===== src/sv/pfs_pkg.sv =====
// Package for the phase-field stencil step: word formats, queue command,
// config register set and saturating fixed-point helpers.
// No dependencies.
`default_nettype none
package pfs_pkg;

   localparam int VALUE_WIDTH     = 32;
   localparam int FRAC_BITS       = 24;
   localparam int QUEUE_DEPTH     = 2;
   localparam int CSR_INDEX_WIDTH = 2;

   typedef logic signed [VALUE_WIDTH-1:0] value_type;
   typedef logic [VALUE_WIDTH-1:0]        mag_type;
   typedef logic [VALUE_WIDTH-2:0]        coef_type;
   typedef logic [2*VALUE_WIDTH-1:0]      prod_type;
   typedef logic [2*VALUE_WIDTH:0]        wide_type;

   localparam value_type MAX_VALUE = value_type'({1'b0, {(VALUE_WIDTH-1){1'b1}}});
   localparam value_type MIN_VALUE = value_type'({1'b1, {(VALUE_WIDTH-1){1'b0}}});
   localparam mag_type   NEG_MAG   = {1'b1, {(VALUE_WIDTH-1){1'b0}}};
   localparam value_type ONE_VALUE = (FRAC_BITS >= VALUE_WIDTH - 1) ? MAX_VALUE :
                                     value_type'(mag_type'(1) << FRAC_BITS);
   localparam wide_type  HALF_LSB  = wide_type'(1) << (FRAC_BITS - 1);

   // config register indexes
   localparam logic [CSR_INDEX_WIDTH-1:0] CSR_COEF_CRACK     = 2'd0;
   localparam logic [CSR_INDEX_WIDTH-1:0] CSR_COEF_REACTION  = 2'd1;
   localparam logic [CSR_INDEX_WIDTH-1:0] CSR_COEF_DIFFUSION = 2'd2;
   localparam logic [CSR_INDEX_WIDTH-1:0] CSR_DELTA_OFFSET   = 2'd3;

   // queue command opcodes
   localparam logic CMD_PASS   = 1'b0;
   localparam logic CMD_UPDATE = 1'b1;

   typedef struct packed {
      value_type phi_value;
      logic      is_first;
      logic      is_last;
   } req_type;

   typedef struct packed {
      value_type next_value;
      logic      end_of_step;
   } rsp_type;

   typedef struct packed {
      coef_type  coef_crack;
      value_type coef_reaction;
      value_type coef_diffusion;
      coef_type  delta_offset;
   } cfg_type;

   // PASS: emit mid with end flag = last.
   // UPDATE: emit stencil(left, mid, right); if last, then emit right as end.
   typedef struct packed {
      logic      op;
      value_type left;
      value_type mid;
      value_type right;
      logic      last;
   } cmd_type;

   function automatic value_type sat_add(input value_type a, input value_type b);
      logic signed [VALUE_WIDTH:0] s;
      s = (VALUE_WIDTH+1)'(a) + (VALUE_WIDTH+1)'(b);
      if (s[VALUE_WIDTH] != s[VALUE_WIDTH-1]) begin
         return s[VALUE_WIDTH] ? MIN_VALUE : MAX_VALUE;
      end
      return value_type'(s);
   endfunction

   function automatic value_type sat_sub(input value_type a, input value_type b);
      logic signed [VALUE_WIDTH:0] s;
      s = (VALUE_WIDTH+1)'(a) - (VALUE_WIDTH+1)'(b);
      if (s[VALUE_WIDTH] != s[VALUE_WIDTH-1]) begin
         return s[VALUE_WIDTH] ? MIN_VALUE : MAX_VALUE;
      end
      return value_type'(s);
   endfunction

   // small constant multiple, saturated
   function automatic value_type sat_scale(input value_type a, input logic [3:0] k);
      logic signed [VALUE_WIDTH+3:0] ax;
      logic signed [VALUE_WIDTH+3:0] kx;
      logic signed [VALUE_WIDTH+3:0] p;
      ax = (VALUE_WIDTH+4)'(a);
      kx = $signed((VALUE_WIDTH+4)'(k));
      p  = ax * kx;
      if (p > (VALUE_WIDTH+4)'(MAX_VALUE)) begin
         return MAX_VALUE;
      end
      if (p < (VALUE_WIDTH+4)'(MIN_VALUE)) begin
         return MIN_VALUE;
      end
      return value_type'(p);
   endfunction

   function automatic mag_type mag_of(input value_type a);
      return a[VALUE_WIDTH-1] ? mag_type'(-a) : mag_type'(a);
   endfunction

   // sign and magnitude back to a saturated word
   function automatic value_type sat_mag(input logic neg, input wide_type m);
      if (neg) begin
         if (m >= wide_type'(NEG_MAG)) begin
            return MIN_VALUE;
         end
         return -value_type'(m[VALUE_WIDTH-1:0]);
      end
      if (m > wide_type'(MAX_VALUE)) begin
         return MAX_VALUE;
      end
      return value_type'(m[VALUE_WIDTH-1:0]);
   endfunction

   // round to nearest, ties away from zero, then saturate
   function automatic value_type fx_round(input prod_type p, input logic neg);
      wide_type r;
      r = (wide_type'(p) + HALF_LSB) >> FRAC_BITS;
      return sat_mag(neg, r);
   endfunction

endpackage
`default_nettype wire


===== src/sv/pfs_front.sv =====
// Front end: takes grid words, tracks the open step and the held points,
// and turns the words into pass or update commands. Depends on pfs_pkg.
`default_nettype none
module pfs_front (
   input  wire logic            clock,
   input  wire logic            reset,
   input  wire logic            req_valid,
   output logic                 req_ready,
   input  pfs_pkg::req_type     req_data,
   input  wire logic            queue_full,
   output logic                 push,
   output pfs_pkg::cmd_type     push_data
);
   logic [1:0]          seen_ff, seen_in;
   pfs_pkg::value_type  older_ff, older_in;
   pfs_pkg::value_type  newer_ff, newer_in;
   logic                take;

   assign req_ready = !queue_full;
   assign take      = req_valid && req_ready;

   always_comb begin
      seen_in         = seen_ff;
      older_in        = older_ff;
      newer_in        = newer_ff;
      push            = 1'b0;
      push_data.op    = pfs_pkg::CMD_PASS;
      push_data.left  = older_ff;
      push_data.mid   = req_data.phi_value;
      push_data.right = req_data.phi_value;
      push_data.last  = req_data.is_last;
      if (take) begin
         priority if (req_data.is_first || seen_ff == 2'd0) begin
            push     = 1'b1;
            newer_in = req_data.phi_value;
            seen_in  = req_data.is_last ? 2'd0 : 2'd1;
         end else if (seen_ff == 2'd1) begin
            if (req_data.is_last) begin
               push    = 1'b1;
               seen_in = 2'd0;
            end else begin
               older_in = newer_ff;
               newer_in = req_data.phi_value;
               seen_in  = 2'd2;
            end
         end else begin
            push          = 1'b1;
            push_data.op  = pfs_pkg::CMD_UPDATE;
            push_data.mid = newer_ff;
            older_in      = newer_ff;
            newer_in      = req_data.phi_value;
            if (req_data.is_last) begin
               seen_in = 2'd0;
            end
         end
      end
   end

   always_ff @(posedge clock) begin
      if (reset) begin
         seen_ff  <= 2'd0;
         older_ff <= '0;
         newer_ff <= '0;
      end else begin
         seen_ff  <= seen_in;
         older_ff <= older_in;
         newer_ff <= newer_in;
      end
   end
endmodule
`default_nettype wire


===== config.mk =====
export PLATFORM = sky130hd
export DESIGN_NAME = pfs_front
export DESIGN_NICKNAME = d
export VERILOG_FILES = /design/src/sv/pfs_pkg.sv /design/src/sv/pfs_front.sv
export SDC_FILE = /design/constraint.sdc
export NUM_CORES = 1
export LEC_CHECK = 0
export BUFFER_PORTS_ARGS = -buffer_cell sky130_fd_sc_hd__buf_4
export CORE_MARGIN = 2
export CORE_UTILIZATION = 44
export CTS_CLUSTER_SIZE = 28
export DETAILED_ROUTE_END_ITERATION = 10
export HOLD_SLACK_MARGIN = 0.05
export PLACE_DENSITY = 0.86
export SLEW_MARGIN = 20
export SYNTH_ARGS = -nofsm -noshare
export SYNTH_HDL_FRONTEND = slang
export SYNTH_SLANG_ARGS = --single-unit

===== constraint.sdc =====
create_clock -name clock -period 1.65 [get_ports clock]
set_input_delay 0.4125 -clock clock [delete_from_list [all_inputs] [get_ports clock]]
set_output_delay 0.4125 -clock clock [all_outputs]
set_load 0.1 [all_outputs]

# Word level (Yosys, flattened, before mapping)

Cells that the tools add are included.

Register bits: 66
Input port bits: 38
Output and inout bits: 100
Word-level logic and storage cells: 35

Equal/unequal tests: 3
Multiplexer cells: 20
Bitwise operators: 1
Reductions and logical operators: 8

Operator list:

| cell                                                | count |
|---|---|
| 2-to-1 mux 32 bit                                   | 8 |
| 2-to-1 mux 1 bit                                    | 8 |
| 2-to-1 mux 2 bit                                    | 4 |
| AND reduction 2 bit                                 | 2 |
| != test 3 bit, second input constant                | 1 |
| AND reduction 3 bit                                 | 1 |
| nonzero test 3 bit                                  | 1 |
| equality test 2 x 1 -> 1 bit, second input constant | 1 |
| logical NOT 2 bit                                   | 1 |
| != test 2 bit, second input constant                | 1 |
| logical AND 1 bit                                   | 1 |
| logical NOT 1 bit                                   | 1 |
| logical OR 1 bit                                    | 1 |
| inverter 1 bit                                      | 1 |

# Logic depth before layout (Yosys ltp)

Word-level depth: 4
Mapped depth: 5

# Least setup slack after synthesis

No wires, ideal clock.

Path type: input to output
Start point: in queue_full
End point: out push
Data arrival time: 2.148 ns
Slack: -0.911 ns
Cell stages on the path: 2
Path through: nand2b_1 > a21oi_1

Word-level cells in the longest chain between the ends: 3

RTL lines:

| item               | line            | text |
|---|---|---|
| start: declaration | pfs_front.sv:10 | `input wire logic queue_full,` |
| logical NOT 1 bit  | pfs_front.sv:19 | `assign req_ready = !queue_full;` |
| logical AND 1 bit  | pfs_front.sv:20 | `assign take = req_valid && req_ready;` |
| 2-to-1 mux 1 bit   | pfs_front.sv:32 | `if (take) begin` |
| end: declaration   | pfs_front.sv:11 | `output logic push,` |

Every way passes these cells.

==> out/metrics.yaml <==
status: "complete, but fails checks"
violations: "setup timing"
power_uw: 4363
grt_pass1_vias: 2829
synth_nets: 367
clk_latency_ns: 0.33
max_freq_mhz: 478.9
start_util: 0.4504
dr.pass1.iters: 4
clockBufferDepth: 2
dp_cells: 528
drive_gt1_frac: 0.4756
drv_cap: 0
preCtsSetupSlack_ns: -0.4148
cts_buffers: 9
path_class: "reg2out"
cts_tree: "built"
holdWs_ns: 0.3675
clkSinkCount: 66
p_leak_uw: 0.002474
power_density_nw_per_um2: 825.7
synth_cell_types: 18
fin_crit_ns: 2.088
drc: 0
die_w_um: 92.48
timing.critical_path.from_type: "register"
postSynthCellCount: 329
tightest_slew_ns: 0.3027
grt_max_degree: 40
io_buffers: 137
hold_path.class: "in2reg"
vias_per_cell: 4.879
drt_iter0_drc: 93
setup_violations: 34
vias: 2693
p_seq_frac: 0.381
rows: 32
n_fill_cell: 566
fin_cells: 552
die_h_um: 92.48
die-area_um2: 8553
ctsHoldBuffers: 0
worstPathMaxFanout: 14
grt_pass1_wl_mm: 13.59
required_ns: 1.24
p_comb_frac: 0.306
nets: 483
diodes: 0
antenna_found_initial: 0
core_area_um2: 7647
fin_ws_ns: -0.4383
gp_congestion: 0.7835
fin_util: 0.6909
htreeDepth: 3
drv_slew: 0
clk_pin_slew_ns: 0.07
syn-cell-area_um2: 3445
pwr-share-clk: 0.313
synth_warnings: 0
yosysSeqAreaShare: 0.3836
ys_ff_latch: 66
end_kind: "primary output"
routed_wl_mm: 8.607
grt_overflow_total: 0
clock_skew_ns: 0.008215
clockRootBuffer: "clkbuf_8"
postRouteAntennaNets: 0
power.internal_uw: 2830
ir_drop_v: 0.0004524
max_slew_margin: 0.7999
synth_area_per_cell_um2: 10.47
syn_to_final_growth_pct: 53.40
min_period_over_period: 1.266
grt_setup_unrepaired: "yes"
power.switching_uw: 1533
ioPinCount: 138
dp_hpwl_mm: 5.544
grt.total_usage: 0.2016
hold_violations: 0
p_sw_frac: 0.3513
routedWlPerCell_um: 15.59
cp.arrival_ns: 1.68
-- repair_timing --
item	in CTS	in global routing
resized for setup	108	2
buffers inserted	4	2
endpoints found under the setup margin	34	34
cloned	1	1
pin swaps	3	2
-- through the flow --
stage,cell area [um^2],setup TNS [ns]
2_1_floorplan,3581,-5.505
3_3_place_gp,4532,-10.92
3_5_place_dp,4532,-11.74
4_1_cts,5238,-13.55
5_1_grt,5284,-15.48
6_report,5284,-13.86
-- power by group through the flow --
stage / combinational [uW] / clock [uW] / sequential, uW
detailed placement: 1190 / 0 / 1700
global route: 1370 / 1480 / 1670
global placement: 1170 / 0 / 1700
floorplan: 959 / 0 / 1700
CTS: 1330 / 1410 / 1660
finish: 1330 / 1370 / 1660
-- cells by family after synthesis --
| group | after synthesis | share of synthesized area |
|---|---|---|
| compound gates | 8 | 0.01925 |
| flops | 66 | 0.3836 |
| buf+inv | 55 | 0.1144 |
| simple gates | 104 | 0.1922 |
| mux | 96 | 0.2906 |
-- Yosys cell counts --
master | number | area, um^2
nand2b_1 | 98 | 613.1
dfxtp_1 | 66 | 1321
mux2i_1 | 64 | 640.6
buf_4 | 34 | 255.2
mux2_2 | 32 | 360.4
clkbuf_1 | 10 | 37.54
buf_6 | 8 | 90.09
a21oi_1 | 4 | 20.02
inv_1 | 3 | 11.26
nor3_1 | 2 | 10.01
a21oi_4 | 1 | 16.27
and2b_2 | 1 | 8.760
nor2_4 | 1 | 11.26
nor2b_1 | 1 | 6.260
nor3b_2 | 1 | 12.51
o211a_1 | 1 | 10.01
o211ai_2 | 1 | 12.51
o21a_1 | 1 | 7.510
-- metal layers --
| layer | global-route usage | share of wire | vias up |
|---|---|---|---|
| met5 | 0 | 0 | - |
| met4 | 0.06468 | 0.013 | 0 |
| met3 | 0.04068 | 0.050 | 12 |
| met2 | 0.3777 | 0.54 | 89 |
| met1 | 0.2268 | 0.40 | 1297 |
| li1 | - | - | 1295 |
-- path summary, 6_finish.rpt --
kind | start | end | slack, ns | cells after the start
setup / recovery | seen_ff[1] | push_data[44] | -0.44 | 6
hold / removal | req_data[18] | newer_ff[16] | 0.37 | 3
setup reg to reg | seen_ff[1] | older_ff[1] | 0.12 | 6
hold reg to reg | older_ff[28] | older_ff[28] | 0.48 | 2
-- registers in the layout, indices dropped and copies added (netlist names) --
name      cells
older_ff     32
newer_ff     32
seen_ff       2
-- cell usage in the layout, fill, tap and decap left out --
cell	count
a21oi_1	3
a21oi_2	1
a21oi_4	1
and2b_2	1
buf_12	41
buf_16	1
buf_4	113
buf_6	1
bufinv_16	1
clkbuf_16	1
clkbuf_8	10
clkinv_2	1
clkinv_4	1
clkinvlp_4	3
dfxtp_1	65
dfxtp_4	1
inv_1	3
mux2_4	32
mux2i_1	64
nand2b_1	96
nand2b_4	2
nor2_4	1
nor2b_1	1
nor3_1	2
nor3b_4	1
o211a_1	1
o211ai_4	1
o21a_1	1
-- worst max-delay path: stages, from the launching register on --
cell	delay [ns]
dfxtp_4	0.37
nand2b_4	0.07
nor2_4	0.10
buf_4	0.13
buf_12	0.16
mux2_4	0.33
buf_12	0.17
-- final cells by class --
| cell class | instances | area, um^2 | share of cell area |
|---|---|---|---|
| Clock inverter | 6 | 66.31 | 0.01255 |
| Multi-Input combinational cell | 208 | 1883 | 0.3564 |
| Timing Repair Buffer | 157 | 1733 | 0.3280 |
| Clock buffer | 10 | 137.6 | 0.02605 |
| Sequential cell | 66 | 1325 | 0.2508 |
| Tap cell | 102 | 127.6 | 0.02415 |
| Inverter | 3 | 11.26 | 0.002131 |
Power figures use the tool's default switching activity.
