`src/sv/pfs_pkg.sv`:
```
// Package for the phase-field stencil step: word formats, queue command,
// config register set and saturating fixed-point helpers.
// No dependencies.
`default_nettype none
package pfs_pkg;

   localparam int VALUE_WIDTH     = 32;
   localparam int FRAC_BITS       = 24;
   localparam int QUEUE_DEPTH     = 2;
   localparam int CSR_INDEX_WIDTH = 2;

   typedef logic signed [VALUE_WIDTH-1:0] value_type;
   typedef logic [VALUE_WIDTH-1:0]        mag_type;
   typedef logic [VALUE_WIDTH-2:0]        coef_type;
   typedef logic [2*VALUE_WIDTH-1:0]      prod_type;
   typedef logic [2*VALUE_WIDTH:0]        wide_type;

   localparam value_type MAX_VALUE = value_type'({1'b0, {(VALUE_WIDTH-1){1'b1}}});
   localparam value_type MIN_VALUE = value_type'({1'b1, {(VALUE_WIDTH-1){1'b0}}});
   localparam mag_type   NEG_MAG   = {1'b1, {(VALUE_WIDTH-1){1'b0}}};
   localparam value_type ONE_VALUE = (FRAC_BITS >= VALUE_WIDTH - 1) ? MAX_VALUE :
                                     value_type'(mag_type'(1) << FRAC_BITS);
   localparam wide_type  HALF_LSB  = wide_type'(1) << (FRAC_BITS - 1);

   // config register indexes
   localparam logic [CSR_INDEX_WIDTH-1:0] CSR_COEF_CRACK     = 2'd0;
   localparam logic [CSR_INDEX_WIDTH-1:0] CSR_COEF_REACTION  = 2'd1;
   localparam logic [CSR_INDEX_WIDTH-1:0] CSR_COEF_DIFFUSION = 2'd2;
   localparam logic [CSR_INDEX_WIDTH-1:0] CSR_DELTA_OFFSET   = 2'd3;

   // queue command opcodes
   localparam logic CMD_PASS   = 1'b0;
   localparam logic CMD_UPDATE = 1'b1;

   typedef struct packed {
      value_type phi_value;
      logic      is_first;
      logic      is_last;
   } req_type;

   typedef struct packed {
      value_type next_value;
      logic      end_of_step;
   } rsp_type;

   typedef struct packed {
      coef_type  coef_crack;
      value_type coef_reaction;
      value_type coef_diffusion;
      coef_type  delta_offset;
   } cfg_type;

   // PASS: emit mid with end flag = last.
   // UPDATE: emit stencil(left, mid, right); if last, then emit right as end.
   typedef struct packed {
      logic      op;
      value_type left;
      value_type mid;
      value_type right;
      logic      last;
   } cmd_type;

   function automatic value_type sat_add(input value_type a, input value_type b);
      logic signed [VALUE_WIDTH:0] s;
      s = (VALUE_WIDTH+1)'(a) + (VALUE_WIDTH+1)'(b);
      if (s[VALUE_WIDTH] != s[VALUE_WIDTH-1]) begin
         return s[VALUE_WIDTH] ? MIN_VALUE : MAX_VALUE;
      end
      return value_type'(s);
   endfunction

   function automatic value_type sat_sub(input value_type a, input value_type b);
      logic signed [VALUE_WIDTH:0] s;
      s = (VALUE_WIDTH+1)'(a) - (VALUE_WIDTH+1)'(b);
      if (s[VALUE_WIDTH] != s[VALUE_WIDTH-1]) begin
         return s[VALUE_WIDTH] ? MIN_VALUE : MAX_VALUE;
      end
      return value_type'(s);
   endfunction

   // small constant multiple, saturated
   function automatic value_type sat_scale(input value_type a, input logic [3:0] k);
      logic signed [VALUE_WIDTH+3:0] ax;
      logic signed [VALUE_WIDTH+3:0] kx;
      logic signed [VALUE_WIDTH+3:0] p;
      ax = (VALUE_WIDTH+4)'(a);
      kx = $signed((VALUE_WIDTH+4)'(k));
      p  = ax * kx;
      if (p > (VALUE_WIDTH+4)'(MAX_VALUE)) begin
         return MAX_VALUE;
      end
      if (p < (VALUE_WIDTH+4)'(MIN_VALUE)) begin
         return MIN_VALUE;
      end
      return value_type'(p);
   endfunction

   function automatic mag_type mag_of(input value_type a);
      return a[VALUE_WIDTH-1] ? mag_type'(-a) : mag_type'(a);
   endfunction

   // sign and magnitude back to a saturated word
   function automatic value_type sat_mag(input logic neg, input wide_type m);
      if (neg) begin
         if (m >= wide_type'(NEG_MAG)) begin
            return MIN_VALUE;
         end
         return -value_type'(m[VALUE_WIDTH-1:0]);
      end
      if (m > wide_type'(MAX_VALUE)) begin
         return MAX_VALUE;
      end
      return value_type'(m[VALUE_WIDTH-1:0]);
   endfunction

   // round to nearest, ties away from zero, then saturate
   function automatic value_type fx_round(input prod_type p, input logic neg);
      wide_type r;
      r = (wide_type'(p) + HALF_LSB) >> FRAC_BITS;
      return sat_mag(neg, r);
   endfunction

endpackage
`default_nettype wire

```
`src/sv/pfs_queue.sv`:
```
// Short command queue between front and back of the stencil step.
// Depends on pfs_pkg.
`default_nettype none
module pfs_queue (
   input  wire logic            clock,
   input  wire logic            reset,
   input  wire logic            push,
   input  pfs_pkg::cmd_type     push_data,
   output logic                 full,
   input  wire logic            pop,
   output pfs_pkg::cmd_type     pop_data,
   output logic                 empty
);
   localparam int PTR_W = (pfs_pkg::QUEUE_DEPTH > 1) ? $clog2(pfs_pkg::QUEUE_DEPTH) : 1;
   localparam int CNT_W = $clog2(pfs_pkg::QUEUE_DEPTH + 1);

   pfs_pkg::cmd_type  slot_ff [pfs_pkg::QUEUE_DEPTH];
   logic [PTR_W-1:0]  wr_ptr_ff, wr_ptr_in;
   logic [PTR_W-1:0]  rd_ptr_ff, rd_ptr_in;
   logic [CNT_W-1:0]  count_ff, count_in;
   logic              do_push, do_pop;

   assign full     = (count_ff == CNT_W'(pfs_pkg::QUEUE_DEPTH));
   assign empty    = (count_ff == '0);
   assign do_push  = push && !full;
   assign do_pop   = pop && !empty;
   assign pop_data = slot_ff[rd_ptr_ff];

   always_comb begin
      wr_ptr_in = wr_ptr_ff;
      rd_ptr_in = rd_ptr_ff;
      count_in  = count_ff;
      if (do_push) begin
         wr_ptr_in = (wr_ptr_ff == PTR_W'(pfs_pkg::QUEUE_DEPTH - 1)) ? '0 : wr_ptr_ff + 1'b1;
      end
      if (do_pop) begin
         rd_ptr_in = (rd_ptr_ff == PTR_W'(pfs_pkg::QUEUE_DEPTH - 1)) ? '0 : rd_ptr_ff + 1'b1;
      end
      if (do_push && !do_pop) begin
         count_in = count_ff + 1'b1;
      end else if (do_pop && !do_push) begin
         count_in = count_ff - 1'b1;
      end
   end

   always_ff @(posedge clock) begin
      if (reset) begin
         wr_ptr_ff <= '0;
         rd_ptr_ff <= '0;
         count_ff  <= '0;
      end else begin
         wr_ptr_ff <= wr_ptr_in;
         rd_ptr_ff <= rd_ptr_in;
         count_ff  <= count_in;
      end
   end

   always_ff @(posedge clock) begin
      if (do_push) begin
         slot_ff[wr_ptr_ff] <= push_data;
      end
   end
endmodule
`default_nettype wire

```
`config.mk`:
```
export PLATFORM = sky130hd
export DESIGN_NAME = pfs_queue
export DESIGN_NICKNAME = d
export VERILOG_FILES = /design/src/sv/pfs_pkg.sv /design/src/sv/pfs_queue.sv
export SDC_FILE = /design/constraint.sdc
export NUM_CORES = 1
export LEC_CHECK = 0
export ABC_AREA = 1
export CAP_MARGIN = 20
export CORE_ASPECT_RATIO = 1.4
export CORE_MARGIN = 4
export CORE_UTILIZATION = 45
export DETAILED_ROUTE_END_ITERATION = 16
export DONT_BUFFER_PORTS = 1
export PLACE_DENSITY = 0.71
export SYNTH_ARGS = -nofsm -noshare
export SYNTH_HDL_FRONTEND = slang
export SYNTH_SLANG_ARGS = --single-unit
export TNS_END_PERCENT = 1
```
`constraint.sdc`:
```
create_clock -name clock -period 9.5 [get_ports clock]
set_input_delay 1.9 -clock clock [delete_from_list [all_inputs] [get_ports clock]]
set_output_delay 1.9 -clock clock [all_outputs]
set_load 0.01 [all_outputs]
```
# == Yosys cells after proc, flatten, opt, wreduce, memory -nomap -nowiden ==
# Memories as Yosys holds them, arrays and structs flattened. A register that Yosys moved wholly into a read port is not among the register bits.
# Index checks and enable logic that the tools add are counted.
# classes
add_sub_neg,4
mul,0
div,0
magnitude_cmp,0
n_eq_ne,1
shift,0
muxes,8
bitwise_logic,0
reduce_logical,10
# op_table
op,n
two-way mux 1 bit,6
logical AND 1 bit,4
zero test 1 bit,4
two-way mux 2 bit,2
adder 1 bit (second input constant),2
adder 2 x 1 -> 2 bit (second input constant),1
equality test 2 bit (second input constant),1
zero test 2 bit,1
nonzero test 2 bit,1
subtractor 2 x 1 -> 2 bit (second input constant),1
# word_totals
reg_bits,4
latch_bits,0
ram_bits,196
mem_bits_ro,0
in_bits,102
out_inout_bits,100
elab_cells,27
n_memories,1
# mem_list
memory,depth,width,rd,rd_clocked_by_memory_dff,write_ports,line,source
slot_ff,2,98,1,1,1,pfs_queue.sv:17,pfs_pkg::cmd_type slot_ff [pfs_pkg::QUEUE_DEPTH];

# == Depth between registers and ports, before layout ==
# logic_depth
depth_word,7
mapped_depth,10
depth_no_buf,10

# == Worst setup path before layout ==
# OpenSTA, ideal clock, no wires.
# synth_path
path_kind,input to register
from,input push
to,"memory slot_ff[0][0] (netlist name), enable pin"
setup_time_ns,0.556
arrival_ns,6.136
required_time_ns,8.944
setup_slack_ns,2.808
cell_stages,2
path_buffers,0
path_cell_list,o21ai_0 -> nor2_1
# synth_via
elab_chain_len,3
# synth_lines
element,line,source
start: declaration,pfs_queue.sv:7,"input wire logic push,"
logical AND 1 bit,pfs_queue.sv:25,assign do_push = push && !full;
two-way mux 1 bit,pfs_queue.sv:59,if (do_push) begin
two-way mux 1 bit (not written as such),pfs_queue.sv:60,slot_ff[wr_ptr_ff] <= push_data;
end: declaration,pfs_queue.sv:17,
# Every way passes these cells.

==> run summary <==
The flow ran to the end, and the final reports show no timing, DRC or antenna violations. Compared with the post-synthesis result, the final layout area differs by 11.7%. Summed over its instances, the top area cell type makes up 79.7% of the synthesized netlist area. The wire-length estimate of the detail-placed layout is 8710 µm.

The largest stage delay on the critical path is 0.76 ns, and the maximum VDD drop is 0.157 mV. After floorplanning, the core was divided into 55 placement rows. Counting along the longest clock path gives a buffer depth of 3. STA classifies the critical path startpoint as a flop. Final critical-path share of the clock period: 45.8%. The clock insertion delay at the later pin of the skew report is 0.48 ns, and the number of nets with antenna violations after routing is 0.

Port buffering added 0 buffers. For the first-iteration detailed-routing DRC count, the log shows 240. For this run, the total global-route usage over all layers was measured as 13.2%.

After synthesis, flip-flops and latches occupy 81.0% of the total area. Power spread over the standard cell area amounts to 282 nW/µm². In the final routed layout, each cell accounts on average for 22.4 µm. After layout, the minimum clock period comes to 4.35 ns. The total count of max-transition violations in the final report came out at 0.

The count of cells in the finished layout, fillers not included, comes to 569. The critical path goes through buf_4 -> mux2_2. The logs give 19 for the TritonCTS buffer count and 16200 µm² for the core area. The number of H-tree levels is 1, and the routability congestion estimate from global placement is 0.754. The min-delay analysis places its worst path in the category flop to flop.

The netlist uses 15 different library cells. Worst clock skew on the final layout: 0.00717 ns. Data arrives at the worst endpoint at 2.45 ns. The clock tree root buffer cell was clkbuf_16. Leaving out fill and tap cells, the most frequent cells in the layout are edfxtp_1, mux2_2, mux2_4. For the hold violation total from the final report, the log shows 0. The post-route worst setup slack was 5.15 ns; the layout cell share with drive strength beyond 1 was 36.5%. In the synthesized netlist, the number of instances is 342.

TritonCTS built the clock tree. The tools report the post-placement cell count as 535. The logs give 202 for the I/O pin total and 0 for the diode insertion count for antenna repair.

Number of vias in the routed layout: 3001. The startpoint identified for the worst register-to-register timing path is count_ff[1]. Once placement finished, the instance area stood at 7610 µm². In the final design database the tool counted 460 nets. The tools report the number of warnings printed during yosys synthesis as 0. Via count of the first global-routing pass: 3296. Dividing the synthesized area by the synthesized cell count gives 21.6 µm². The highest clock rate is 230 MHz, and the buffer count from post-CTS setup fixing is 0.

Summed over all failing endpoints, the final setup total negative slack is 0 ns. At the placement stage, the worst setup path has a slack of 5.62 ns. The die extent in x came out at 116 µm.

The beginning of the worst hold path is wr_ptr_ff. After clock tree synthesis, the clock-pin slew on the worst setup and hold paths is 0.06 ns. The logs give 0 for the final number of setup-violating endpoints and 1 for the number of antenna violations at the first check in global routing.

In this run, post-CTS hold repair placed 0 buffers. The synthesized netlist occupies a cell area of 7390 µm². The worst setup path is of the flop to output pin kind. The first detailed-routing pass ran for 4 iterations. Effective utilization at floorplan: 45.7%.

STA classifies the critical path endpoint as an output pin. The largest fanout on the critical path came out at 50. The kind of cell adding the most delay to the critical path was flip-flops. The first-pass GRT wire length was 18800 µm.

Leaving out fill and tap cells, the most frequent cell in the layout is edfxtp_1. The number of design rule violations left after detail routing was 0; the remaining max-slew budget at the tightest pin was 44.1%. The total power after layout is 2.32 mW.

The leakage power was 2.72 nW; the synthesized flop and latch total was 201. The tool flagged a number of max-cap violations equal to 0. The total overflow left after global routing is 0.

The final non-filler cell area is 8250 µm². The logs give 12700 µm for the sum of routed wire length over all layers and 201 for the number of sinks on the clock net. The area enclosed by the die boundary is 18600 µm². Setup repair after global routing left no endpoint under its margin. After clock tree synthesis, the repair step resized 0 gates.

The maximum number of pins on one net before global-route repair is 52, and the post-synth net total is 445. The number of buffers and inverters on the critical path came out at 1. Cell at the slowest stage of the critical path: dfxtp_4. For the pin with the worst max-slew slack, the measured transition is 0.830 ns. The largest total area in the synthesized netlist belongs to edfxtp_1. STA puts the critical path data required time at 7.60 ns. The floorplan step set the die height to 160 µm.

In the post-synthesis netlist, the biggest area contributors are edfxtp_1, mux2_2, mux2_4. The via-per-instance ratio came out at 5.27.
## worst min-delay path, stage by stage, from the launching register on
cell and delay, ns:
dfxtp_1 0.35, nor2_1 0.11, nor2_1 0.05
## report_power, final
group	switching [mW]	internal, mW	leakage, nW
registers	0.0541	1.12	1.87
logic	0.230	0.158	0.542
clock network	0.298	0.460	0.307
total	0.582	1.74	2.72
## area by class of cell
class	count	area (µm²)
Fill cell	1277	7920
Multi-Input combinational cell	121	1300
Tap cell	199	249
Sequential cell	201	5990
Inverter	9	33.8
Clock inverter	10	133
Timing Repair Buffer	5	37.5
Clock buffer	24	504
## registers in the layout (all words and copies together) (netlist names), named ones only
signal and count:
slot_ff 196, rd_ptr_ff 1, wr_ptr_ff 1, count_ff 2
## per-layer routing
layer  track usage (%)  vias up  wire, µm
met5                 0        -        13
met4              5.07        2       381
met3              5.36       31      1340
met2              24.3      135      7060
met1              12.6     1472      3930
li1                  -     1361         -
## per-stage QoR
stage          util (%)  hold slack, ns
2_1_floorplan         -           0.476
3_3_place_gp       47.1           0.526
3_5_place_dp       47.1           0.543
4_1_cts            51.0           0.550
5_1_grt            51.0           0.586
6_report           51.0           0.547
## synthesized netlist by cell type
cell type / instances
and2_1: 1
nand3_1: 1
buf_2: 7
nor2_1: 9
nand4_1: 1
buf_6: 4
o21ai_0: 5
ha_1: 1
dfxtp_1: 5
nand2_1: 4
mux2_2: 78
a21oi_1: 1
edfxtp_1: 196
mux2_4: 20
inv_1: 9
## kinds of logic (layout without fill, tap and decap cells)
group / count (synthesis) / after routing / share of synthesized area (%)
DFF: 201 / 201 / 81.0
muxes: 98 / 98 / 16.0
buffers and inverters: 20 / 48 / 1.54
and+or+nand+nor: 16 / 16 / 0.898
AOI/OAI and AO/OA: 6 / 6 / 0.406
adders and majority gates: 1 / 1 / 0.169
## final timing paths
check | endpoint | cells past startpoint | slack, ns
worst max-delay path | pop_data[24] | 2 | 5.15
worst min-delay path | wr_ptr_ff | 2 | 0.55
worst max register to register | count_ff[1] | 9 | 7.51
worst min register to register | wr_ptr_ff | 2 | 0.55
Power figures use the tool's default switching activity.
