--- src/sv/pfs_pkg.sv ---
// Package for the phase-field stencil step: word formats, queue command,
// config register set and saturating fixed-point helpers.
// No dependencies.
`default_nettype none
package pfs_pkg;

   localparam int VALUE_WIDTH     = 32;
   localparam int FRAC_BITS       = 24;
   localparam int QUEUE_DEPTH     = 2;
   localparam int CSR_INDEX_WIDTH = 2;

   typedef logic signed [VALUE_WIDTH-1:0] value_type;
   typedef logic [VALUE_WIDTH-1:0]        mag_type;
   typedef logic [VALUE_WIDTH-2:0]        coef_type;
   typedef logic [2*VALUE_WIDTH-1:0]      prod_type;
   typedef logic [2*VALUE_WIDTH:0]        wide_type;

   localparam value_type MAX_VALUE = value_type'({1'b0, {(VALUE_WIDTH-1){1'b1}}});
   localparam value_type MIN_VALUE = value_type'({1'b1, {(VALUE_WIDTH-1){1'b0}}});
   localparam mag_type   NEG_MAG   = {1'b1, {(VALUE_WIDTH-1){1'b0}}};
   localparam value_type ONE_VALUE = (FRAC_BITS >= VALUE_WIDTH - 1) ? MAX_VALUE :
                                     value_type'(mag_type'(1) << FRAC_BITS);
   localparam wide_type  HALF_LSB  = wide_type'(1) << (FRAC_BITS - 1);

   // config register indexes
   localparam logic [CSR_INDEX_WIDTH-1:0] CSR_COEF_CRACK     = 2'd0;
   localparam logic [CSR_INDEX_WIDTH-1:0] CSR_COEF_REACTION  = 2'd1;
   localparam logic [CSR_INDEX_WIDTH-1:0] CSR_COEF_DIFFUSION = 2'd2;
   localparam logic [CSR_INDEX_WIDTH-1:0] CSR_DELTA_OFFSET   = 2'd3;

   // queue command opcodes
   localparam logic CMD_PASS   = 1'b0;
   localparam logic CMD_UPDATE = 1'b1;

   typedef struct packed {
      value_type phi_value;
      logic      is_first;
      logic      is_last;
   } req_type;

   typedef struct packed {
      value_type next_value;
      logic      end_of_step;
   } rsp_type;

   typedef struct packed {
      coef_type  coef_crack;
      value_type coef_reaction;
      value_type coef_diffusion;
      coef_type  delta_offset;
   } cfg_type;

   // PASS: emit mid with end flag = last.
   // UPDATE: emit stencil(left, mid, right); if last, then emit right as end.
   typedef struct packed {
      logic      op;
      value_type left;
      value_type mid;
      value_type right;
      logic      last;
   } cmd_type;

   function automatic value_type sat_add(input value_type a, input value_type b);
      logic signed [VALUE_WIDTH:0] s;
      s = (VALUE_WIDTH+1)'(a) + (VALUE_WIDTH+1)'(b);
      if (s[VALUE_WIDTH] != s[VALUE_WIDTH-1]) begin
         return s[VALUE_WIDTH] ? MIN_VALUE : MAX_VALUE;
      end
      return value_type'(s);
   endfunction

   function automatic value_type sat_sub(input value_type a, input value_type b);
      logic signed [VALUE_WIDTH:0] s;
      s = (VALUE_WIDTH+1)'(a) - (VALUE_WIDTH+1)'(b);
      if (s[VALUE_WIDTH] != s[VALUE_WIDTH-1]) begin
         return s[VALUE_WIDTH] ? MIN_VALUE : MAX_VALUE;
      end
      return value_type'(s);
   endfunction

   // small constant multiple, saturated
   function automatic value_type sat_scale(input value_type a, input logic [3:0] k);
      logic signed [VALUE_WIDTH+3:0] ax;
      logic signed [VALUE_WIDTH+3:0] kx;
      logic signed [VALUE_WIDTH+3:0] p;
      ax = (VALUE_WIDTH+4)'(a);
      kx = $signed((VALUE_WIDTH+4)'(k));
      p  = ax * kx;
      if (p > (VALUE_WIDTH+4)'(MAX_VALUE)) begin
         return MAX_VALUE;
      end
      if (p < (VALUE_WIDTH+4)'(MIN_VALUE)) begin
         return MIN_VALUE;
      end
      return value_type'(p);
   endfunction

   function automatic mag_type mag_of(input value_type a);
      return a[VALUE_WIDTH-1] ? mag_type'(-a) : mag_type'(a);
   endfunction

   // sign and magnitude back to a saturated word
   function automatic value_type sat_mag(input logic neg, input wide_type m);
      if (neg) begin
         if (m >= wide_type'(NEG_MAG)) begin
            return MIN_VALUE;
         end
         return -value_type'(m[VALUE_WIDTH-1:0]);
      end
      if (m > wide_type'(MAX_VALUE)) begin
         return MAX_VALUE;
      end
      return value_type'(m[VALUE_WIDTH-1:0]);
   endfunction

   // round to nearest, ties away from zero, then saturate
   function automatic value_type fx_round(input prod_type p, input logic neg);
      wide_type r;
      r = (wide_type'(p) + HALF_LSB) >> FRAC_BITS;
      return sat_mag(neg, r);
   endfunction

endpackage
`default_nettype wire

--- src/sv/pfs_back.sv ---
// Back end: sequencer around one shared magnitude multiplier and a
// bit-serial divider; evaluates the stencil update, passes PASS words
// through and drives the output register. Depends on pfs_pkg.
`default_nettype none
module pfs_back (
   input  wire logic            clock,
   input  wire logic            reset,
   input  pfs_pkg::cfg_type     cfg,
   input  wire logic            queue_empty,
   input  pfs_pkg::cmd_type     queue_data,
   output logic                 pop,
   output logic                 rsp_valid,
   input  wire logic            rsp_ready,
   output pfs_pkg::rsp_type     rsp_data
);
   localparam int W     = pfs_pkg::VALUE_WIDTH;
   localparam int CNT_W = $clog2(2 * W);

   localparam logic [4:0] ST_IDLE = 5'd0;
   localparam logic [4:0] ST_SUM  = 5'd1;
   localparam logic [4:0] ST_LAP  = 5'd2;
   localparam logic [4:0] ST_MUL  = 5'd3;
   localparam logic [4:0] ST_RND  = 5'd4;
   localparam logic [4:0] ST_FP   = 5'd5;
   localparam logic [4:0] ST_F    = 5'd6;
   localparam logic [4:0] ST_S    = 5'd7;
   localparam logic [4:0] ST_DIV  = 5'd8;
   localparam logic [4:0] ST_CRK  = 5'd9;
   localparam logic [4:0] ST_ADD1 = 5'd10;
   localparam logic [4:0] ST_ADD2 = 5'd11;
   localparam logic [4:0] ST_ADD3 = 5'd12;
   localparam logic [4:0] ST_EMIT = 5'd13;
   localparam logic [4:0] ST_TAIL = 5'd14;

   localparam logic [2:0] MI_DIFF  = 3'd0;
   localparam logic [2:0] MI_P2    = 3'd1;
   localparam logic [2:0] MI_T     = 3'd2;
   localparam logic [2:0] MI_REACT = 3'd3;
   localparam logic [2:0] MI_P3    = 3'd4;
   localparam logic [2:0] MI_P4    = 3'd5;
   localparam logic [2:0] MI_DEN   = 3'd6;
   localparam logic [2:0] MI_NUM   = 3'd7;

   typedef struct packed {
      pfs_pkg::value_type s1;
      pfs_pkg::value_type s2;
      pfs_pkg::value_type omp;
      pfs_pkg::value_type lap;
      pfs_pkg::value_type diff;
      pfs_pkg::value_type p2;
      pfs_pkg::value_type t;
      pfs_pkg::value_type fp;
      pfs_pkg::value_type react;
      pfs_pkg::value_type p3;
      pfs_pkg::value_type p4;
      pfs_pkg::value_type f;
      pfs_pkg::value_type s;
      pfs_pkg::value_type crack;
      pfs_pkg::value_type acc;
      pfs_pkg::mag_type   den;
   } dp_type;

   logic [4:0]          state_ff, state_in;
   logic [2:0]          midx_ff, midx_in;
   pfs_pkg::cmd_type    cmd_ff, cmd_in;
   dp_type              dp_ff, dp_in;
   pfs_pkg::prod_type   prod_ff, prod_in;
   logic                pneg_ff, pneg_in;
   logic [W:0]          rem_ff, rem_in;
   pfs_pkg::prod_type   dq_ff, dq_in;
   logic [CNT_W-1:0]    cnt_ff, cnt_in;
   logic                out_valid_ff, out_valid_in;
   pfs_pkg::rsp_type    out_ff, out_in;

   pfs_pkg::value_type  mul_x, mul_y;
   pfs_pkg::value_type  rnd;
   logic [W:0]          rem_sh;
   logic                rem_ge;
   logic                out_free;

   assign out_free  = !out_valid_ff || rsp_ready;
   assign rsp_valid = out_valid_ff;
   assign rsp_data  = out_ff;
   assign rnd       = pfs_pkg::fx_round(prod_ff, pneg_ff);
   assign rem_sh    = {rem_ff[W-1:0], dq_ff[2*W-1]};
   assign rem_ge    = rem_sh >= {1'b0, dp_ff.den};

   // operand select for the shared multiplier
   always_comb begin
      unique case (midx_ff)
         MI_DIFF:  begin mul_x = cfg.coef_diffusion; mul_y = dp_ff.lap; end
         MI_P2:    begin mul_x = cmd_ff.mid;         mul_y = cmd_ff.mid; end
         MI_T:     begin mul_x = dp_ff.p2;           mul_y = dp_ff.omp; end
         MI_REACT: begin mul_x = cfg.coef_reaction;  mul_y = dp_ff.fp; end
         MI_P3:    begin mul_x = dp_ff.p2;           mul_y = cmd_ff.mid; end
         MI_P4:    begin mul_x = dp_ff.p3;           mul_y = cmd_ff.mid; end
         MI_DEN:   begin mul_x = dp_ff.s;            mul_y = dp_ff.s; end
         MI_NUM:   begin mul_x = pfs_pkg::value_type'({1'b0, cfg.coef_crack});
                         mul_y = dp_ff.fp; end
         default:  begin mul_x = '0; mul_y = '0; end
      endcase
   end

   always_comb begin
      state_in     = state_ff;
      midx_in      = midx_ff;
      cmd_in       = cmd_ff;
      dp_in        = dp_ff;
      prod_in      = prod_ff;
      pneg_in      = pneg_ff;
      rem_in       = rem_ff;
      dq_in        = dq_ff;
      cnt_in       = cnt_ff;
      out_in       = out_ff;
      out_valid_in = out_valid_ff && !rsp_ready;
      pop          = 1'b0;
      unique case (state_ff)
         ST_IDLE: begin
            if (!queue_empty) begin
               pop    = 1'b1;
               cmd_in = queue_data;
               if (queue_data.op == pfs_pkg::CMD_PASS) begin
                  dp_in.acc = queue_data.mid;
                  state_in  = ST_EMIT;
               end else begin
                  state_in = ST_SUM;
               end
            end
         end
         ST_SUM: begin
            dp_in.s1  = pfs_pkg::sat_add(cmd_ff.left, cmd_ff.right);
            dp_in.s2  = pfs_pkg::sat_add(cmd_ff.mid, cmd_ff.mid);
            dp_in.omp = pfs_pkg::sat_sub(pfs_pkg::ONE_VALUE, cmd_ff.mid);
            state_in  = ST_LAP;
         end
         ST_LAP: begin
            dp_in.lap = pfs_pkg::sat_sub(dp_ff.s1, dp_ff.s2);
            midx_in   = MI_DIFF;
            state_in  = ST_MUL;
         end
         ST_MUL: begin
            prod_in  = pfs_pkg::prod_type'(pfs_pkg::mag_of(mul_x)) *
                       pfs_pkg::prod_type'(pfs_pkg::mag_of(mul_y));
            pneg_in  = mul_x[W-1] ^ mul_y[W-1];
            state_in = ST_RND;
         end
         ST_RND: begin
            unique case (midx_ff)
               MI_DIFF: begin
                  dp_in.diff = rnd;
                  midx_in    = MI_P2;
                  state_in   = ST_MUL;
               end
               MI_P2: begin
                  dp_in.p2 = rnd;
                  midx_in  = MI_T;
                  state_in = ST_MUL;
               end
               MI_T: begin
                  dp_in.t  = rnd;
                  state_in = ST_FP;
               end
               MI_REACT: begin
                  dp_in.react = rnd;
                  // crack term only for p >= 0 with nonzero source and gain
                  if (!cmd_ff.mid[W-1] && dp_ff.fp != '0 && cfg.coef_crack != '0) begin
                     midx_in  = MI_P3;
                     state_in = ST_MUL;
                  end else begin
                     dp_in.crack = '0;
                     state_in    = ST_ADD1;
                  end
               end
               MI_P3: begin
                  dp_in.p3 = rnd;
                  midx_in  = MI_P4;
                  state_in = ST_MUL;
               end
               MI_P4: begin
                  dp_in.p4 = rnd;
                  state_in = ST_F;
               end
               MI_DEN: begin
                  dp_in.den = pfs_pkg::mag_of(rnd);
                  if (pfs_pkg::mag_of(rnd) == '0) begin
                     // zero denominator: limit opposite in sign to the source
                     dp_in.crack = (dp_ff.fp > 0) ? pfs_pkg::MIN_VALUE : pfs_pkg::MAX_VALUE;
                     state_in    = ST_ADD1;
                  end else begin
                     midx_in  = MI_NUM;
                     state_in = ST_MUL;
                  end
               end
               MI_NUM: begin
                  dq_in    = prod_ff;
                  rem_in   = '0;
                  cnt_in   = '0;
                  state_in = ST_DIV;
               end
               default: state_in = ST_IDLE;
            endcase
         end
         ST_FP: begin
            dp_in.fp = pfs_pkg::sat_scale(dp_ff.t, 4'd12);
            midx_in  = MI_REACT;
            state_in = ST_MUL;
         end
         ST_F: begin
            dp_in.f  = pfs_pkg::sat_sub(pfs_pkg::sat_scale(dp_ff.p3, 4'd4),
                                        pfs_pkg::sat_scale(dp_ff.p4, 4'd3));
            state_in = ST_S;
         end
         ST_S: begin
            dp_in.s  = pfs_pkg::sat_add(dp_ff.f,
                          pfs_pkg::value_type'({1'b0, cfg.delta_offset}));
            midx_in  = MI_DEN;
            state_in = ST_MUL;
         end
         ST_DIV: begin
            rem_in = rem_ge ? rem_sh - {1'b0, dp_ff.den} : rem_sh;
            dq_in  = {dq_ff[2*W-2:0], rem_ge};
            cnt_in = cnt_ff + 1'b1;
            if (cnt_ff == CNT_W'(2 * W - 1)) begin
               state_in = ST_CRK;
            end
         end
         ST_CRK: begin
            dp_in.crack = pfs_pkg::sat_mag(dp_ff.fp > 0, {1'b0, dq_ff});
            state_in    = ST_ADD1;
         end
         ST_ADD1: begin
            dp_in.acc = pfs_pkg::sat_add(cmd_ff.mid, dp_ff.diff);
            state_in  = ST_ADD2;
         end
         ST_ADD2: begin
            dp_in.acc = pfs_pkg::sat_add(dp_ff.acc, dp_ff.react);
            state_in  = ST_ADD3;
         end
         ST_ADD3: begin
            dp_in.acc = pfs_pkg::sat_add(dp_ff.acc, dp_ff.crack);
            state_in  = ST_EMIT;
         end
         ST_EMIT: begin
            if (out_free) begin
               out_valid_in       = 1'b1;
               out_in.next_value  = dp_ff.acc;
               out_in.end_of_step = (cmd_ff.op == pfs_pkg::CMD_PASS) && cmd_ff.last;
               state_in = (cmd_ff.op == pfs_pkg::CMD_UPDATE && cmd_ff.last) ?
                          ST_TAIL : ST_IDLE;
            end
         end
         ST_TAIL: begin
            if (out_free) begin
               out_valid_in       = 1'b1;
               out_in.next_value  = cmd_ff.right;
               out_in.end_of_step = 1'b1;
               state_in           = ST_IDLE;
            end
         end
         default: state_in = ST_IDLE;
      endcase
   end

   always_ff @(posedge clock) begin
      if (reset) begin
         state_ff     <= ST_IDLE;
         midx_ff      <= MI_DIFF;
         out_valid_ff <= 1'b0;
      end else begin
         state_ff     <= state_in;
         midx_ff      <= midx_in;
         out_valid_ff <= out_valid_in;
      end
   end

   always_ff @(posedge clock) begin
      cmd_ff  <= cmd_in;
      dp_ff   <= dp_in;
      prod_ff <= prod_in;
      pneg_ff <= pneg_in;
      rem_ff  <= rem_in;
      dq_ff   <= dq_in;
      cnt_ff  <= cnt_in;
      out_ff  <= out_in;
   end

`ifndef SYNTH
   a_div_nonzero: assert property (@(posedge clock) disable iff (reset)
      state_ff == ST_DIV |-> dp_ff.den != '0)
      else $error("divider running on zero denominator");

   a_pop_leaves_idle: assert property (@(posedge clock) disable iff (reset)
      pop |=> state_ff != ST_IDLE)
      else $error("command popped but sequencer stayed idle");

   a_out_held: assert property (@(posedge clock) disable iff (reset)
      out_valid_ff && !rsp_ready |=> out_valid_ff && $stable(out_ff))
      else $error("waiting result overwritten");

   a_pop_only_idle: assert property (@(posedge clock) disable iff (reset)
      pop |-> state_ff == ST_IDLE && !queue_empty)
      else $error("pop outside idle or from empty queue");
`endif
endmodule
`default_nettype wire
--- config.mk ---
export PLATFORM = sky130hd
export DESIGN_NAME = pfs_back
export DESIGN_NICKNAME = d
export VERILOG_FILES = /design/src/sv/pfs_pkg.sv /design/src/sv/pfs_back.sv
export SDC_FILE = /design/constraint.sdc
export NUM_CORES = 2
export LEC_CHECK = 0
export BUFFER_PORTS_ARGS = -buffer_cell sky130_fd_sc_hd__clkbuf_2
export CORE_AREA = 2 2 316 443
export CTS_CLUSTER_DIAMETER = 120
export DETAILED_ROUTE_END_ITERATION = 7
export DIE_AREA = 0 0 318 445
export PLACE_DENSITY = 0.89
export SLEW_MARGIN = 5
export SYNTH_ARGS = -nofsm -noshare
export SYNTH_HDL_FRONTEND = slang
export SYNTH_SLANG_ARGS = --single-unit
--- constraint.sdc ---
create_clock -name clock -period 13.25 [get_ports clock]
set_input_delay 1.9875 -clock clock [delete_from_list [all_inputs] [get_ports clock]]
set_output_delay 1.9875 -clock clock [all_outputs]
set_load 0.02 [all_outputs]
# Word level (Yosys, flattened, before mapping)
# Index checks and enable logic that the tools add are counted.
[word_totals]
ff_bits = 819
inputBits = 228
elab_cells = 288
[op_classes]
add_sub_neg = 17
mul = 3
order_cmp = 12
n_eq_ne = 43
mux = 140
n_bitwise = 3
reduce_logical = 39
[op_table]
columns = ["op", "n"]
rows = [
  ["two-way mux 32 bit", 63],
  ["case mux 32 bit (7 select lines)", 1],
  ["adder 32 x 32 -> 33 bit", 6],
  ["case mux 32 bit (2 select lines)", 3],
  ["negation 32 bit", 5],
  ["case mux 32 bit (5 select lines)", 1],
  ["case mux 32 bit (4 select lines)", 1],
  ["case mux 64 bit (2 select lines)", 1],
  ["two-way mux 33 bit", 2],
  ["case mux 33 bit (2 select lines)", 1],
  ["subtractor 32 x 32 -> 33 bit", 2],
  ["adder 64 x 24 -> 65 bit (second input constant)", 1],
  ["case mux 5 bit (13 select lines)", 1],
  ["greater-or-equal comparator 64 x 32 -> 1 bit (second input constant)", 1],
  ["greater-than comparator 64 x 31 -> 1 bit (second input constant)", 1],
  ["multiplier 32 x 32 -> 64 bit", 1],
  ["two-way mux 64 bit", 1],
  ["two-way mux 1 bit", 50],
  ["greater-or-equal comparator 41 x 32 -> 1 bit (second input constant)", 1],
  ["greater-than comparator 41 x 31 -> 1 bit (second input constant)", 1],
  ["greater-than comparator 36 x 32 -> 1 bit (second input constant)", 1],
  ["less-than comparator 36 x 32 -> 1 bit (second input constant)", 1],
  ["== test 5 x 4 -> 1 bit (second input constant)", 7],
  ["greater-than comparator 35 x 32 -> 1 bit (second input constant)", 1],
  ["other kinds (48)", 103],
]

# Logic depth before layout (Yosys ltp)
[depth]
word_depth = 15
depth_mapped = 49
mapped_depth_nobuf = 44

# Least setup slack after synthesis
# Ideal clock, no wire load.
[synth_path]
kind = "input-to-reg"
start = "in cfg[95] (netlist name)"
end = "reg prod_ff[62] (data pin)"
setup_time_ns = 0.264
arrival_time_ns = 12.009
required_time_ns = 12.986
path_slack_ns = 0.977
stages = 39
path_buffers = 2
path_cell_list = "mux2i_1 -> mux4_2 -> o21ai_0 -> o21ai_1 -> clkbuf_1 -> ha_1 -> nand2_1 -> nor4_1 -> nand2_1 -> or2_2 -> or3_1 -> nor3_1 -> nor2_1 -> xnor2_1 -> clkbuf_1 -> nor2_1 -> fa_1 -> fa_1 -> [... 3 more ...] -> inv_1 -> fa_1 -> fa_1 -> fa_1 -> fa_1 -> ha_1 -> a211oi_1 -> nand2_1 -> a31oi_1 -> nand3b_1 -> a311oi_1 -> o31ai_1 -> a211oi_1 -> o31ai_1 -> a221oi_1 -> o21ai_0 -> a221oi_1 -> xnor2_1"
[synth_between]
elab_chain_cells = 4
[synth_rtl]
columns = ["item", "line", "rtl"]
rows = [
  ["start: declaration", "pfs_back.sv:8", "input pfs_pkg::cfg_type cfg,"],
  ["case mux 32 bit (7 select lines) *", "pfs_back.sv:90", "unique case (midx_ff)"],
  ["negation 32 bit", "pfs_pkg.sv:99", "return a[VALUE_WIDTH-1] ? mag_type'(-a) : mag_type'(a);"],
  ["two-way mux 32 bit *", "pfs_pkg.sv:99", ""],
  ["multiplier 32 x 32 -> 64 bit *", "pfs_back.sv:142", "prod_in = pfs_pkg::prod_type'(pfs_pkg::mag_of(mul_x)) *"],
  ["end signal: assignment", "pfs_back.sv:279", "prod_ff <= prod_in;"],
  ["end: declaration", "pfs_back.sv:67", "pfs_pkg::prod_type prod_ff, prod_in;"],
]
# Every way passes the cells marked *; elsewhere a longest branch is shown, timed or not.
# A chain may end at the register's enable or synchronous reset.

# Worst setup path in the final report
[layout_path]
start = "reg midx_ff[2]"
end = "reg prod_ff[62] (data pin)"
[layout_between]
elab_chain_cells = 6
[layout_rtl]
columns = ["item", "line", "rtl"]
rows = [
  ["start: declaration", "pfs_back.sv:64", "logic [2:0] midx_ff, midx_in;"],
  ["start signal: assignment", "pfs_back.sv:271", "midx_ff <= midx_in;"],
  ["== test 3 bit, or another cell as far along", "pfs_back.sv:90", ""],
  ["OR reduction 3 bit (no line) / OR reduction 2 bit (equally long branches)", "--", ""],
  ["case mux 32 bit (5 select lines) / case mux 32 bit (7 select lines) (equally long branches)", "pfs_back.sv:90", ""],
  ["negation 32 bit", "pfs_pkg.sv:99", ""],
  ["two-way mux 32 bit", "pfs_pkg.sv:99", ""],
  ["multiplier 32 x 32 -> 64 bit *", "pfs_back.sv:142", ""],
]
# Marks and branches as above.

==> flow_results.org <==
** Yosys
- Dividing the synthesized area by the synthesized cell count gives 9.39 µm².
- Counting flops with a built-in enable in the synthesized netlist gives 809.
- After synthesis the netlist holds a flip-flop and latch count of 817.
- The Yosys step of the flow raised 0 warnings.
- Net count after synthesis :: 11200
- After synthesis, the share of flip-flops with an asynchronous set or reset is 0.
- For this run, the register share of the synthesized area comes to 0.275.
- Number of distinct standard cells referenced by the synthesized netlist :: 126
- Cell area after synthesis :: 0.0888 mm²
- Mapped Cells :: 9453
- Most used DFF post-synth :: edfxtp_1

** Clock network
- Once the clock tree was built, the setup fixing pass inserted 0 buffers.
- After clock tree synthesis, the flow added hold-fix buffers numbering 0.
- In this run, CTS created clock tree buffers numbering 86.
- After clock tree synthesis, the clock-pin slew on the worst setup and hold paths is 0.07 ns.
- In this run the clock root is driven by a clkbuf_16.
- The clock net in this run drives a total of 817 sinks.
- Post-CTS resize count :: 0
- # H-tree levels :: 3
- For the worst-skew pair, the clock arrives at the later sink with an insertion delay of 0.78 ns.
- In this run the deepest clock path goes through 3 buffers.
- TritonCTS built the clock tree.

** Timing
- Shortest clock period the worst path allows after layout :: 12.70 ns
- Final clock skew :: 0.0550 ns
- Transition at the pin with the smallest max-transition slack :: 1.60 ns
- Smallest hold slack :: 0.527 ns
- Measured against its own limit, the worst slew margin works out to -0.0744.
- FMAX :: 78.7 MHz
- Setup violations remaining at the end of the flow were counted as 0.
- The number of max-slew violations in the final report was 14.
- Setup repair after global routing left no endpoint under its margin.
- Hold Vio Cnt, Final :: 0
- Final Cycle Share :: 0.959

** Place
- Detailed placement ended at an HPWL of 277000 µm.
- Placer Congestion :: 1.08
- In this run, placement finished with an instance count of 11500.
- In this run the tool buffered the top-level ports with 262 buffer cells.

** Routing
- Post-detailed-routing wire length :: 351000 µm
- After detailed routing, the average wire length per cell comes to 30.0 µm.
- Initial DRC count :: 10000
- Dividing the detail-routed via count by the number of cells gives 6.75.
- Antenna-violating nets left :: 0
- Detailed routing inserted a total of 79000 vias.
- The first detailed-routing pass ran for 8 iterations.
- In the routed design, unresolved DRC markers number 0.

** GRT
- Entering global routing, the biggest net connects 80 pins.
- Antenna violations before repair :: 42
- For this run, the total global-route usage over all layers was measured as 0.498.
- Total global routing overflow :: 0
- Wire length of the first global-routing pass :: 512000 µm
- The number of global-route vias before repair was 80200.

** Setup path
- Arrival @ worst endpoint :: 13.20 ns
- Setup slack of the worst register-to-register path :: 0.55 ns
- Critical-path top delay cell :: fa_1
- In this run the critical register-to-register path is launched from midx_ff[2]$_SDFFE_PP0P_.
- Required arrival time at the worst endpoint :: 13.75 ns
- By startpoint and endpoint, the worst setup path is classified as reg -> reg.
- Kind of start point of the critical path :: flop
- STA classifies the critical path endpoint as a flop.
- Delay of the slowest cell on the worst path :: 0.71 ns
- Tracing the worst setup path back leads to its startpoint at midx_ff[2]$_SDFFE_PP0P_.
- Worst-path fanout max :: 35
- Among the stages of the critical path, the cell type that occurs most often is fa_1.

** Run status
- The run finished, with violations left.
- The checks that failed: capacitance limit, slew limit.

** Floorplanning
- The initial utilization of the core area, before any placement, comes to 0.647.
- IO Count :: 263
- Horizontal die dimension :: 318 µm
- Std-Cell Rows :: 161
- The die covers 0.142 mm².
- The die is 445 µm tall.
- The floorplan step defined a core boundary enclosing 0.137 mm².

** Cells and area
- Area occupied by multi-input gates :: 0.0589 mm²
- Relative to the synthesized area, the layout overhead comes to 9.92%.
- Of the cells placed in the final design, the portion with a size suffix greater than 1 is 0.111.
- After the last flow step, the layout net total stands at 11600.
- Across the whole layout, storage elements account for 0.0245 mm².
- For this run, the number of standard cells in the final layout without fillers is 11700.
- Fillcell total :: 10100

** Worst hold path
- The startpoint identified for the worst hold timing path is prod_ff[11]$_DFFE_PP_.
- The worst hold path belongs to the class reg -> reg.

** Run
- The tool flagged a number of max-cap violations equal to 2.
==> critical path, delay by kind of cell (launching register included) <==
kind,cells,cell delay [ns]
flip-flops,1,0.48
XOR/XNOR,2,0.39
AND/OR/NAND/NOR,13,3.16
adder cells (fa/ha/maj),9,4.48
AO/OA/AOI/OAI,10,2.41
buffers and inverters,8,1.46
==> final cells by class <==
type,count,area share
antenna,58,0.00149
clock buffer,89,0.0224
clock inverter,72,0.00941
inverter,1148,0.0441
multi-input combinational,7077,0.603
sequential,817,0.251
tap,1793,0.0230
timing repair buffer,650,0.0456
==> synthesized netlist by cell type (56+ instances only) <==
cell,number,area (µm²)
inv_1,1141,4280
nor2_1,1135,4260
nand2_1,942,3540
fa_1,906,18100
edfxtp_1,809,24300
ha_1,654,8180
a21oi_1,469,2350
o21ai_0,435,2180
clkbuf_1,332,1250
xnor2_1,317,2780
xor2_1,203,1780
nand3_1,157,786
nor3_1,146,731
a21o_1,127,953
nand2b_1,105,657
o21a_1,101,758
or3_1,79,494
a31oi_1,78,488
and2_1,70,438
nor2b_1,70,438
nand4_1,68,425
nor4_1,65,407
a211oi_1,64,480
a22oi_1,57,428
mux2_2,56,631
==> per-layer routing <==
metal	GRT usage	part of all wire
met1	0.531	0.30
met2	0.769	0.44
met3	0.147	0.12
met4	0.520	0.13
met5	0	0.00023
==> registers in the layout, indices dropped and copies added, names as in the netlist <==
signal / flops
rem_ff: 32
dp_ff: 511
pneg_ff: 1
cnt_ff: 6
rsp_data: 33
dq_ff: 64
rsp_valid: 1
midx_ff: 3
cmd_ff: 98
state_ff: 4
prod_ff: 64
==> per-stage QoR <==
step	TNS (ns)	util	instance area (µm²)	setup slack (ns)
finish	0	0.712	97600	0.547
CTS	0	0.710	97500	0.581
global route	0	0.711	97500	0.136
global placement	0	0.688	94300	0.0936
floorplan	0	-	88800	0.977
detailed placement	-0.0311	0.688	94300	-0.0311
==> layout by cell type (no fill, tap or decap), types with 189 or more instances in the layout <==
master and instances:
edfxtp_1 809, clkbuf_2 262, nor2_1 1121, buf_4 370, a21oi_1 467, ha_1 654
nand2_1 941, o21ai_0 432, xor2_1 189, fa_1 906, xnor2_1 295, inv_1 1141
==> final timing paths <==
path	end	cells past startpoint
setup / recovery	prod_ff[62]$_DFFE_PP_	42
hold / removal	dq_ff[11]$_DFFE_PP_	2
setup reg to reg	prod_ff[62]$_DFFE_PP_	42
hold reg to reg	dq_ff[11]$_DFFE_PP_	2
==> cell families after synthesis <==
logic type	after synthesis	share of synthesized area
adder cells (fa/ha/maj)	1563	0.297
flip-flops	817	0.275
XOR/XNOR	520	0.0513
AO/OA/AOI/OAI	1787	0.129
buffers and inverters	1559	0.0678
AND/OR/NAND/NOR	3072	0.160
multiplexers	135	0.0200
Power is left out: the tool's default activity adds up to more than one toggle a clock period on the data nets, which glitch-free logic cannot reach.
